===== src/gtas_pkg.sv =====
`timescale 1ns / 1ps

package gtas_pkg;

    // Default geometry
    localparam int POSITION_WIDTH_DEF = 14;
    localparam int GRID_SIDE_DEF      = 16;

    // Field widths
    localparam int CELL_W  = 8;
    localparam int COL_W   = 8;
    localparam int ROW_W   = 4;
    localparam int GAIN_W  = 8;
    localparam int ORIG_W  = 11;
    localparam int CFG_IDX_W  = 2;
    localparam int CFG_DATA_W = 11;

    // Register indexes
    localparam logic [CFG_IDX_W-1:0] CFG_STEP_GAIN = 2'd0;
    localparam logic [CFG_IDX_W-1:0] CFG_X_ORIGIN  = 2'd1;
    localparam logic [CFG_IDX_W-1:0] CFG_Y_ORIGIN  = 2'd2;

    // Register reset values
    localparam logic [GAIN_W-1:0] STEP_GAIN_RST = 8'd130;
    localparam logic [ORIG_W-1:0] X_ORIGIN_RST  = 11'd1140;
    localparam logic [ORIG_W-1:0] Y_ORIGIN_RST  = 11'd280;

    typedef enum logic [1:0] {
        OP_MOVE    = 2'd0,
        OP_DISCARD = 2'd1,
        OP_TICK    = 2'd2,
        OP_HOME    = 2'd3
    } op_t;

    typedef struct packed {
        op_t              operation;
        logic [CELL_W-1:0] grid_cell;
        logic             x_switch_open;
        logic             y_switch_open;
    } cmd_t;

    typedef struct packed {
        logic x_step;
        logic y_step;
        logic x_direction;
        logic y_direction;
        logic x_reached;
        logic y_reached;
        logic homing_busy;
        logic motion_enabled;
    } res_t;

    // Control carried from the front stage to the motion core
    typedef struct packed {
        op_t  op;
        logic x_switch_open;
        logic y_switch_open;
    } stage_ctl_t;

endpackage


===== src/grid_target_two_axis_stepper.sv =====
// A command transfer passes the front register and then the result register before its result shows.
// Throughput: one command per cycle while res_ready holds; the motion core retires one item per cycle.
// The front register holds the computed grid targets, the core updates state and
// loads the result register, so the two sides stall independently.
// Reset (rst_n, async, active low) clears all motion state and restores the registers.
`timescale 1ns / 1ps

module grid_target_two_axis_stepper #(
    parameter int POSITION_WIDTH = gtas_pkg::POSITION_WIDTH_DEF,
    parameter int GRID_SIDE      = gtas_pkg::GRID_SIDE_DEF
) (
    input  logic                            clk,
    input  logic                            rst_n,
    // Configuration writes: taken on any cycle with cfg_write high
    input  logic                            cfg_write,
    input  logic [gtas_pkg::CFG_IDX_W-1:0]  cfg_index,
    input  logic [gtas_pkg::CFG_DATA_W-1:0] cfg_data,
    // Command channel
    input  logic                            cmd_valid,
    output logic                            cmd_ready,
    input  gtas_pkg::cmd_t                  cmd,
    // Result channel
    output logic                            res_valid,
    input  logic                            res_ready,
    output gtas_pkg::res_t                  res
);

    logic                      stage_valid;
    logic                      stage_ready;
    gtas_pkg::stage_ctl_t      stage_ctl;
    logic [POSITION_WIDTH-1:0] stage_x_target;
    logic [POSITION_WIDTH-1:0] stage_y_target;

    // Front: hold the register file, split the cell into column and row,
    // and compute the grid targets (origin -/+ gain * index) at transfer.
    gtas_front #(
        .POSITION_WIDTH (POSITION_WIDTH),
        .GRID_SIDE      (GRID_SIDE)
    ) u_front (
        .clk            (clk),
        .rst_n          (rst_n),
        .cfg_write      (cfg_write),
        .cfg_index      (cfg_index),
        .cfg_data       (cfg_data),
        .cmd_valid      (cmd_valid),
        .cmd_ready      (cmd_ready),
        .cmd            (cmd),
        .stage_valid    (stage_valid),
        .stage_ready    (stage_ready),
        .stage_ctl      (stage_ctl),
        .stage_x_target (stage_x_target),
        .stage_y_target (stage_y_target)
    );

    // Core: start moves (travel and direction from the previous target),
    // advance step counters on ticks, run homing, and register the result.
    gtas_core #(
        .POSITION_WIDTH (POSITION_WIDTH)
    ) u_core (
        .clk            (clk),
        .rst_n          (rst_n),
        .stage_valid    (stage_valid),
        .stage_ready    (stage_ready),
        .stage_ctl      (stage_ctl),
        .stage_x_target (stage_x_target),
        .stage_y_target (stage_y_target),
        .res_valid      (res_valid),
        .res_ready      (res_ready),
        .res            (res)
    );

endmodule


===== src/gtas_front.sv =====
`timescale 1ns / 1ps

module gtas_front #(
    parameter int POSITION_WIDTH = gtas_pkg::POSITION_WIDTH_DEF,
    parameter int GRID_SIDE      = gtas_pkg::GRID_SIDE_DEF
) (
    input  logic                              clk,
    input  logic                              rst_n,
    input  logic                              cfg_write,
    input  logic [gtas_pkg::CFG_IDX_W-1:0]    cfg_index,
    input  logic [gtas_pkg::CFG_DATA_W-1:0]   cfg_data,
    input  logic                              cmd_valid,
    output logic                              cmd_ready,
    input  gtas_pkg::cmd_t                    cmd,
    output logic                              stage_valid,
    input  logic                              stage_ready,
    output gtas_pkg::stage_ctl_t              stage_ctl,
    output logic [POSITION_WIDTH-1:0]         stage_x_target,
    output logic [POSITION_WIDTH-1:0]         stage_y_target
);

    localparam int CELLS = 1 << gtas_pkg::CELL_W;

    logic [gtas_pkg::GAIN_W-1:0] gain_reg;
    logic [gtas_pkg::ORIG_W-1:0] x_origin_reg;
    logic [gtas_pkg::ORIG_W-1:0] y_origin_reg;

    logic [gtas_pkg::COL_W-1:0] col_lut [CELLS];
    logic [gtas_pkg::ROW_W-1:0] row_lut [CELLS];

    logic [gtas_pkg::COL_W-1:0] col;
    logic [gtas_pkg::ROW_W-1:0] row;
    logic [15:0]                x_offset;
    logic [15:0]                y_offset;
    logic [POSITION_WIDTH-1:0]  x_target;
    logic [POSITION_WIDTH-1:0]  y_target;

    logic                       take;
    logic                       stage_valid_reg, stage_valid_next;
    gtas_pkg::stage_ctl_t       ctl_reg;
    logic [POSITION_WIDTH-1:0]  x_target_reg;
    logic [POSITION_WIDTH-1:0]  y_target_reg;

    // Cell to column/row split, worked out at elaboration
    for (genvar i = 0; i < CELLS; i++) begin : g_lut
        assign col_lut[i] = gtas_pkg::COL_W'(i / GRID_SIDE);
        assign row_lut[i] = gtas_pkg::ROW_W'(i % GRID_SIDE);
    end

    always_ff @(posedge clk or negedge rst_n)
    begin
        if (!rst_n)
        begin
            gain_reg     <= gtas_pkg::STEP_GAIN_RST;
            x_origin_reg <= gtas_pkg::X_ORIGIN_RST;
            y_origin_reg <= gtas_pkg::Y_ORIGIN_RST;
        end
        else if (cfg_write)
        begin
            case (cfg_index)
                gtas_pkg::CFG_STEP_GAIN: gain_reg <= cfg_data[gtas_pkg::GAIN_W-1:0];
                gtas_pkg::CFG_X_ORIGIN:  x_origin_reg <= cfg_data;
                gtas_pkg::CFG_Y_ORIGIN:  y_origin_reg <= cfg_data;
                default: ;
            endcase
        end
    end

    // Candidate targets, wrapped to the position width
    always_comb
    begin
        col      = col_lut[cmd.grid_cell];
        row      = row_lut[cmd.grid_cell];
        x_offset = 16'(gain_reg) * 16'(col);
        y_offset = 16'(gain_reg) * 16'(row);
        x_target = POSITION_WIDTH'(x_origin_reg) - x_offset[POSITION_WIDTH-1:0];
        y_target = POSITION_WIDTH'(y_origin_reg) + y_offset[POSITION_WIDTH-1:0];
    end

    assign cmd_ready        = !stage_valid_reg || stage_ready;
    assign take             = cmd_valid && cmd_ready;
    assign stage_valid_next = take || (stage_valid_reg && !stage_ready);

    always_ff @(posedge clk or negedge rst_n)
    begin
        if (!rst_n)
            stage_valid_reg <= 1'b0;
        else
            stage_valid_reg <= stage_valid_next;
    end

    always_ff @(posedge clk)
    begin
        if (take)
        begin
            ctl_reg.op            <= cmd.operation;
            ctl_reg.x_switch_open <= cmd.x_switch_open;
            ctl_reg.y_switch_open <= cmd.y_switch_open;
            x_target_reg          <= x_target;
            y_target_reg          <= y_target;
        end
    end

    assign stage_valid    = stage_valid_reg;
    assign stage_ctl      = ctl_reg;
    assign stage_x_target = x_target_reg;
    assign stage_y_target = y_target_reg;

endmodule


===== src/gtas_core.sv =====
`timescale 1ns / 1ps

module gtas_core #(
    parameter int POSITION_WIDTH = gtas_pkg::POSITION_WIDTH_DEF
) (
    input  logic                      clk,
    input  logic                      rst_n,
    input  logic                      stage_valid,
    output logic                      stage_ready,
    input  gtas_pkg::stage_ctl_t      stage_ctl,
    input  logic [POSITION_WIDTH-1:0] stage_x_target,
    input  logic [POSITION_WIDTH-1:0] stage_y_target,
    output logic                      res_valid,
    input  logic                      res_ready,
    output gtas_pkg::res_t            res
);

    localparam int LW = POSITION_WIDTH + 1;

    logic [POSITION_WIDTH-1:0] x_to_reg, x_to_next;
    logic [POSITION_WIDTH-1:0] y_to_reg, y_to_next;
    logic [LW-1:0]             x_travel_reg, x_travel_next;
    logic [LW-1:0]             y_travel_reg, y_travel_next;
    logic [LW-1:0]             x_done_reg, x_done_next;
    logic [LW-1:0]             y_done_reg, y_done_next;
    logic [1:0]                arrival_reg, arrival_next;
    logic [1:0]                dir_reg, dir_next;
    logic                      run_reg, run_next;
    logic                      home_reg, home_next;
    logic                      res_valid_reg, res_valid_next;
    gtas_pkg::res_t            res_reg, res_next;

    logic                      fire;
    logic                      xs, ys;
    logic [POSITION_WIDTH-1:0] new_x, new_y;
    logic [LW-1:0]             dx, dy, x_len, y_len;

    assign stage_ready = !res_valid_reg || res_ready;
    assign fire        = stage_valid && stage_ready;

    always_comb
    begin
        x_to_next     = x_to_reg;
        y_to_next     = y_to_reg;
        x_travel_next = x_travel_reg;
        y_travel_next = y_travel_reg;
        x_done_next   = x_done_reg;
        y_done_next   = y_done_reg;
        arrival_next  = arrival_reg;
        dir_next      = dir_reg;
        run_next      = run_reg;
        home_next     = home_reg;
        xs            = 1'b0;
        ys            = 1'b0;

        // Discard keeps x and heads y to zero
        new_x = (stage_ctl.op == gtas_pkg::OP_MOVE) ? stage_x_target : x_to_reg;
        new_y = (stage_ctl.op == gtas_pkg::OP_MOVE) ? stage_y_target : '0;
        dx    = {new_x[POSITION_WIDTH-1], new_x} - {x_to_reg[POSITION_WIDTH-1], x_to_reg};
        dy    = {new_y[POSITION_WIDTH-1], new_y} - {y_to_reg[POSITION_WIDTH-1], y_to_reg};
        x_len = dx[LW-1] ? (~dx + LW'(1)) : dx;
        y_len = dy[LW-1] ? (~dy + LW'(1)) : dy;

        if (fire)
        begin
            case (stage_ctl.op)
                gtas_pkg::OP_MOVE, gtas_pkg::OP_DISCARD:
                begin
                    if (!home_reg)
                    begin
                        x_to_next     = new_x;
                        y_to_next     = new_y;
                        x_travel_next = x_len;
                        y_travel_next = y_len;
                        arrival_next  = {y_len == '0, x_len == '0};
                        dir_next      = {dy[LW-1], dx[LW-1]};
                        x_done_next   = '0;
                        y_done_next   = '0;
                        run_next      = 1'b1;
                    end
                end
                gtas_pkg::OP_TICK:
                begin
                    if (home_reg)
                    begin
                        xs = !stage_ctl.x_switch_open;
                        ys = !stage_ctl.y_switch_open;
                        if (stage_ctl.x_switch_open && stage_ctl.y_switch_open)
                        begin
                            home_next    = 1'b0;
                            x_to_next    = '0;
                            y_to_next    = '0;
                            arrival_next = 2'b11;
                            run_next     = 1'b0;
                        end
                    end
                    else if (run_reg)
                    begin
                        if (x_done_reg < x_travel_reg)
                        begin
                            xs          = 1'b1;
                            x_done_next = x_done_reg + LW'(1);
                        end
                        else
                            arrival_next[0] = 1'b1;
                        if (y_done_reg < y_travel_reg)
                        begin
                            ys          = 1'b1;
                            y_done_next = y_done_reg + LW'(1);
                        end
                        else
                            arrival_next[1] = 1'b1;
                        if (arrival_next == 2'b11)
                            run_next = 1'b0;
                    end
                end
                gtas_pkg::OP_HOME:
                begin
                    home_next = 1'b1;
                    run_next  = 1'b1;
                    dir_next  = 2'b11;
                end
                default: ;
            endcase
        end

        res_next.x_step         = xs;
        res_next.y_step         = ys;
        res_next.x_direction    = dir_next[0];
        res_next.y_direction    = dir_next[1];
        res_next.x_reached      = arrival_next[0];
        res_next.y_reached      = arrival_next[1];
        res_next.homing_busy    = home_next;
        res_next.motion_enabled = run_next;

        res_valid_next = fire || (res_valid_reg && !res_ready);
    end

    always_ff @(posedge clk or negedge rst_n)
    begin
        if (!rst_n)
        begin
            x_to_reg      <= '0;
            y_to_reg      <= '0;
            x_travel_reg  <= '0;
            y_travel_reg  <= '0;
            x_done_reg    <= '0;
            y_done_reg    <= '0;
            arrival_reg   <= '0;
            dir_reg       <= '0;
            run_reg       <= 1'b0;
            home_reg      <= 1'b0;
            res_valid_reg <= 1'b0;
        end
        else
        begin
            x_to_reg      <= x_to_next;
            y_to_reg      <= y_to_next;
            x_travel_reg  <= x_travel_next;
            y_travel_reg  <= y_travel_next;
            x_done_reg    <= x_done_next;
            y_done_reg    <= y_done_next;
            arrival_reg   <= arrival_next;
            dir_reg       <= dir_next;
            run_reg       <= run_next;
            home_reg      <= home_next;
            res_valid_reg <= res_valid_next;
        end
    end

    always_ff @(posedge clk)
    begin
        if (fire)
            res_reg <= res_next;
    end

    assign res_valid = res_valid_reg;
    assign res       = res_reg;

endmodule


===== config.mk =====
export PLATFORM = sky130hd
export DESIGN_NAME = grid_target_two_axis_stepper
export DESIGN_NICKNAME = d
export VERILOG_FILES = /design/src/gtas_pkg.sv /design/src/grid_target_two_axis_stepper.sv /design/src/gtas_front.sv /design/src/gtas_core.sv
export SDC_FILE = /design/constraint.sdc
export NUM_CORES = 1
export LEC_CHECK = 0
export ABC_AREA = 0
export BUFFER_PORTS_ARGS = -buffer_cell sky130_fd_sc_hd__buf_2
export CAP_MARGIN = 0
export CORE_MARGIN = 2
export CORE_UTILIZATION = 30
export CTS_CLUSTER_SIZE = 14
export DETAILED_ROUTE_END_ITERATION = 10
export PLACE_DENSITY = 0.51
export REMOVE_ABC_BUFFERS = 1
export SLEW_MARGIN = 0
export SYNTH_ARGS = -nofsm -noshare
export SYNTH_HDL_FRONTEND = slang
export SYNTH_SLANG_ARGS = --single-unit
export TNS_END_PERCENT = 30

===== constraint.sdc =====
create_clock -name clk -period 4.1 [get_ports clk]
set_input_delay 0.205 -clock clk [delete_from_list [all_inputs] [get_ports clk]]
set_output_delay 0.205 -clock clk [all_outputs]
set_load 0.1 [all_outputs]

---- After elaboration in Yosys (flattened, before gate mapping) ----
Memories as Yosys holds them, arrays and structs flattened.
Index checks and enable logic that the tools add are counted.
W data, S select, Z words.
word-level totals
  register bits ........................... 166
  bits in read-only memories .............. 3072
  bits of input ports ..................... 30
  output and inout bits ................... 10
  word-level logic and storage cells ...... 147
  memories ................................ 2
memories
  name             words  width  rd ports  clocked after Yosys merged registers in  write ports  line              RTL
  (no name shown)  256    8      1         0                                        0            gtas_front.sv:72  col = col_lut[cmd.grid_cell];
  (no name shown)  256    4      1         0                                        0            gtas_front.sv:73  row = row_lut[cmd.grid_cell];
operators by class
  add/sub/neg operators ................... 8
  $mul .................................... 2
  $lt $le $gt $ge ......................... 3
  eq/ne operators ......................... 13
  multiplexer cells ....................... 59
  bitwise operators ....................... 4
  reductions and logical operators ........ 28
operators by type and width
  kind                     count
  $mux W15                 9
  $mux W14                 6
  $add A15 B1 Y15 const B  4
  $pmux W15 S2             2
  $pmux W14 S2             2
  $logic_not A15 Y1        2
  $lt A15 B15 Y1           2
  $not A15 Y15             2
  $sub A14 B14 Y15         2
  $mux W1                  25
  $mux W8                  2
  $mul A8 B8 Y14           1
  $mux W2                  7
  $sub A11 B14 Y14         1
  $add A11 B12 Y13         1
  $mul A8 B4 Y12           1
  $reduce_and A6 Y1        2
  $ne A2 B1 Y1 const B     5
  $ge A9 B9 Y1 const B     1
  $not A8 Y9               1
  $eq A2 B2 Y1 const B     4
  $mux W4                  2
  $pmux W2 S2              2
  $logic_not A1 Y1         6
  other kinds (13)         25

---- Logic depth before layout (Yosys ltp) ----
  depth in word-level cells ............... 12
  gate-level depth with buffers ........... 18
  mapped depth without buffers ............ 17

---- Hierarchy ----
From an unflattened synthesis, not the netlist that was laid out.
unflattened totals
  cell total of the unflattened synthesis .. 1361
  area total of the unflattened synthesis .. 12801.0 um^2
by module, submodules not included
  module      times used  cells each  area each (um^2)  sequential area each (um^2)
  gtas_core   1           905         7756.2            2617.5
  gtas_front  1           456         5044.8            1719.1

---- Worst setup path before layout ----
Ideal clock, no wire load.
  path kind ............................... reg-to-reg
  from .................................... reg u_front.gain_reg[1] (netlist bit)
  to ...................................... reg u_front.y_target_reg[12], in the netlist u_front.stage_y_target[12] (data pin)
  setup time .............................. 271 ps
  arrival ................................. 3957 ps
  required time ........................... 3829 ps
  path slack .............................. -128 ps
  stages on the path, launching flop included .. 16
  path buffers ............................ 1
  clock period less this slack ............ 4228 ps
  cells stage by stage .................... dfstp_2 > clkbuf_1 > nand2_1 > fa_1 > fa_1 > fa_1 > inv_1 > ha_1 > a21oi_1 > o21bai_1 > a21oi_1 > o21bai_1 > a21oi_1 > o21bai_1 > a2111oi_0 > nor3_1
between the ends
  cells in the longest elaborated chain, start to end .. 2
RTL lines
  what                            line               RTL
  start, declared                 gtas_front.sv:24   logic [gtas_pkg::GAIN_W-1:0] gain_reg;
  start signal, assigned          gtas_front.sv:54   gain_reg <= gtas_pkg::STEP_GAIN_RST;
  start signal, assigned          gtas_front.sv:61   gtas_pkg::CFG_STEP_GAIN: gain_reg <= cfg_data[gtas_pkg::GAIN_W-1:0];
  $mul A8 B4 Y12                  gtas_front.sv:75   y_offset = 16'(gain_reg) * 16'(row);
  $add A11 B12 Y13                gtas_front.sv:77   y_target = POSITION_WIDTH'(y_origin_reg) + y_offset[POSITION_WIDTH-1:0];
  named net u_front.y_target[12]  gtas_front.sv:36   logic [POSITION_WIDTH-1:0] y_target;
  end signal, assigned            gtas_front.sv:100  y_target_reg <= y_target;
  end, declared                   gtas_front.sv:42   logic [POSITION_WIDTH-1:0] y_target_reg;
The timed path passes the listed nets, and every way through them passes these cells.
A chain may end at the register's enable or synchronous reset.

---- Worst setup path after layout ----
  from .................................... reg u_front.gain_reg[1] (netlist bit)
  to ...................................... reg u_front.x_target_reg[12], in the netlist u_front.stage_x_target[12] (data pin)
between the ends
  cells in the longest elaborated chain, start to end .. 2
RTL lines
  what                            line              RTL
  $mul A8 B8 Y14                  gtas_front.sv:74  x_offset = 16'(gain_reg) * 16'(col);
  $sub A11 B14 Y14                gtas_front.sv:76  x_target = POSITION_WIDTH'(x_origin_reg) - x_offset[POSITION_WIDTH-1:0];
  named net u_front.x_target[12]  gtas_front.sv:35  logic [POSITION_WIDTH-1:0] x_target;
  end signal, assigned            gtas_front.sv:99  x_target_reg <= x_target;
  end, declared                   gtas_front.sv:41  logic [POSITION_WIDTH-1:0] x_target_reg;
The timed path passes the listed nets, and every way through them passes these cells.

==> flow_summary.toml <==
[die]
core_area_sq_mm = 0.0418
die_y_um = 209
start_util = 0.302
ios = 40
dieArea_sq_mm = 0.0437
num_rows = 75
fp.dieW_um = 209

[pwr]
pwr-share-seq = 0.202
max-vdd-ir-drop_v = 0.000424
pwr-share-clk = 0.126
p_int_w = 0.00719
switching_share = 0.438
power_w = 0.0128
leakage_nw = 6.66
p_sw_w = 0.00560
pwr-share-comb = 0.671
power_density_mw_per_mm2 = 860

[critical_path]
critPathKind = "reg2reg"
critPathCaptureType = "flop"
rrSetupSlack_ps = 200
rr_endpoint = "u_front.stage_x_target[12]"
cp-start-kind = "flop"
cp_data_required_time_ps = 4410
cp_max_fo = 5
r2r-start = "u_front.gain_reg[1]"
rr_worst_depth = 16
cp.arrival_ps = 4210

[logic_synthesis]
ys.flop_type = "dfrtp_1"
yosys_register_bits = 164
ys_types = 79
synth_enable_flop_cells = 39
synth.largest_area_cell = "dfrtp_1"
syn_area_sq_mm = 0.0126
async_flop_share = 0.762
synthCells = 1363
ys_seq_area_frac = 0.342
yosys.area.top_type_share = 0.228
synth_top_cells_by_area = "dfrtp_1 (23%), ha_1 (12%), edfxtp_1 (9.3%)"
syn_area_per_cell_sq_um = 9.26
yosysWarnings = 0

[global_route]
antenna_found_initial = 0
grt_use_met3 = 0.0210
grtUsageMet2 = 0.198
grt_overflow = 0
grt_pass1_wl_um = 46100
first_global_vias = 9368
top_usage_layer = "met2"
grt_usage = 0.129
grt_util_met1 = 0.183
grt_max_degree = 101

[detailed_routing]
wire_per_inst_um = 13.4
ant_nets = 0
drt_first_pass_iters = 5
drc = 0
via_per_inst = 4.78
drt-initial-drc-count = 448
vias = 9652
drt-total-wl_um = 27000

[flow_run]
max-cap-violations = 0

[outcome]
status = "finished, final reports clean"

[final_layout]
fillCellCount = 4296
fin_nets = 1657
final_cell_mix = "inv_1 (168), nand2_1 (148), dfrtp_1 (115)"
final_common_cell = "inv_1"
layout-drive-gt1-share = 0.178
synthToLayoutAreaGrowth_pct = 17.9
diodes = 0

[timing]
finalCriticalPeriod_ps = 3900
timing.fmax_mhz = 256
hold_viol = 0
period_share = 0.952
fin_skew_ps = 12.0
slew_headroom = 0.232
setup_violations = 0
tightest_slew_ps = 1150
rsz0062_at_grt = "yes"
final_max_slew_viol_count = 0
worst_slack_ps = 196

[hold_path]
worstHoldEndpoint = "u_front.x_origin_reg[8]"
hold_class = "in2reg"
hp-start = "cfg_data[8]"
hold_depth = 2

[cts]
cts_root_buf = "clkbuf_16"
clk_latency_ps = 450
cts_buffers = 17
cts.path.max_buffers = 2
htree_levels = 4
clock-sinks = 164
clkTransAtPathRegs_ps = 70
cts_tree = "yes"

[placed_design]
gp_congestion = 0.810
io_buffers = 39
preCtsSetupSlack_ps = -254
hpwlAfterDp_um = 20500
==> power by group through the flow <==
stage          Combinational, W  Sequential [W]  Clock, W
2_1_floorplan           0.00555         0.00264         0
3_5_place_dp            0.00794         0.00262         0
4_1_cts                 0.00812         0.00259   0.00167
6_report                0.00859         0.00259   0.00161
5_1_grt                 0.00968         0.00265   0.00174
3_3_place_gp            0.00788         0.00261         0
==> timing repair <==
item | in CTS | in global routing
hold buffers | 7 | 0
setup buffers | 2 | 6
resized for setup | 13 | 41
pin swaps | 2 | 26
endpoints found under the hold margin | 96 | 0
setup endpoints to repair | 8 | 14
==> worst max-delay path: stages (launching register included) <==
cell and delay, ps:
dfstp_2 580, nand2_1 90, fa_1 550, inv_1 50
ha_1 290, ha_1 270, inv_1 50, fa_1 510
ha_4 220, o21ai_2 80, a21boi_2 90, o21ai_2 170
a21boi_2 90, o21ai_2 160, a21oi_2 70, or4_1 400
nand3_1 90
==> through the flow <==
stage | hold WS (ps) | std cells | util | setup TNS, ps | cell area [sq um]
6_report | 23.2 | 2018 | 0.356 | 0 | 14900
3_3_place_gp | 378 | 1971 | 0.333 | -281 | 13900
4_1_cts | 3.02 | 2012 | 0.350 | 0 | 14600
5_1_grt | 9.81 | 2018 | 0.356 | -102 | 14900
2_1_floorplan | -90.6 | 1316 | - | -13500 | 12400
3_5_place_dp | 377 | 1971 | 0.333 | -1010 | 13900
==> cell usage after synthesis (36+ instances only) <==
library cell	count
fa_1	44
nand2_1	148
edfxtp_1	39
a21oi_1	65
xnor2_1	36
clkbuf_1	42
dfrtp_1	115
nor2_1	64
and2_1	43
mux2_2	44
inv_1	169
ha_1	117
o21ai_0	90
==> logic make-up (layout without fill, tap and decap cells) <==
logic type	after synthesis	after routing	share of synthesized area
simple gates	400	400	0.155
compound gates	313	313	0.167
buf+inv	217	333	0.0649
flops	164	164	0.342
fa+ha+maj	161	161	0.186
xor+xnor	58	58	0.0414
mux	50	50	0.0440
==> worst max-delay path by stage <==
stage                     cells past startpoint                    endpoint                 start  slack (ps)
after floorplan                              14               u_core.res[3]  u_front.stage_ctl[3]        -920
after detailed placement                     16  u_front.stage_x_target[12]   u_front.gain_reg[1]        -250
final                                        16  u_front.stage_x_target[12]   u_front.gain_reg[1]         200
after global placement                       16  u_front.stage_x_target[12]   u_front.gain_reg[1]        -110
after global routing                         16               u_core.res[3]  u_front.stage_ctl[3]         -60
after CTS                                    15               u_core.res[3]  u_front.stage_ctl[3]          20
==> routing by layer <==
layer / up-vias / routed length, um
met5: - / 0
met4: 0 / 370
met3: 24 / 617
met2: 106 / 11900
met1: 4585 / 14100
li1: 4937 / -
==> layout make-up <==
cell class / instances / area (sq um) / share of cell area
flip-flops and latches: 164 / 4310 / 0.290
repair buffers: 131 / 927 / 0.0623
multi-input cells: 982 / 7740 / 0.521
clock buffers: 18 / 439 / 0.0295
inverters: 170 / 638 / 0.0429
clock inverters: 14 / 144 / 0.00967
well taps: 539 / 674 / 0.0453
No activity file was read; power rests on OpenSTA's default activity.
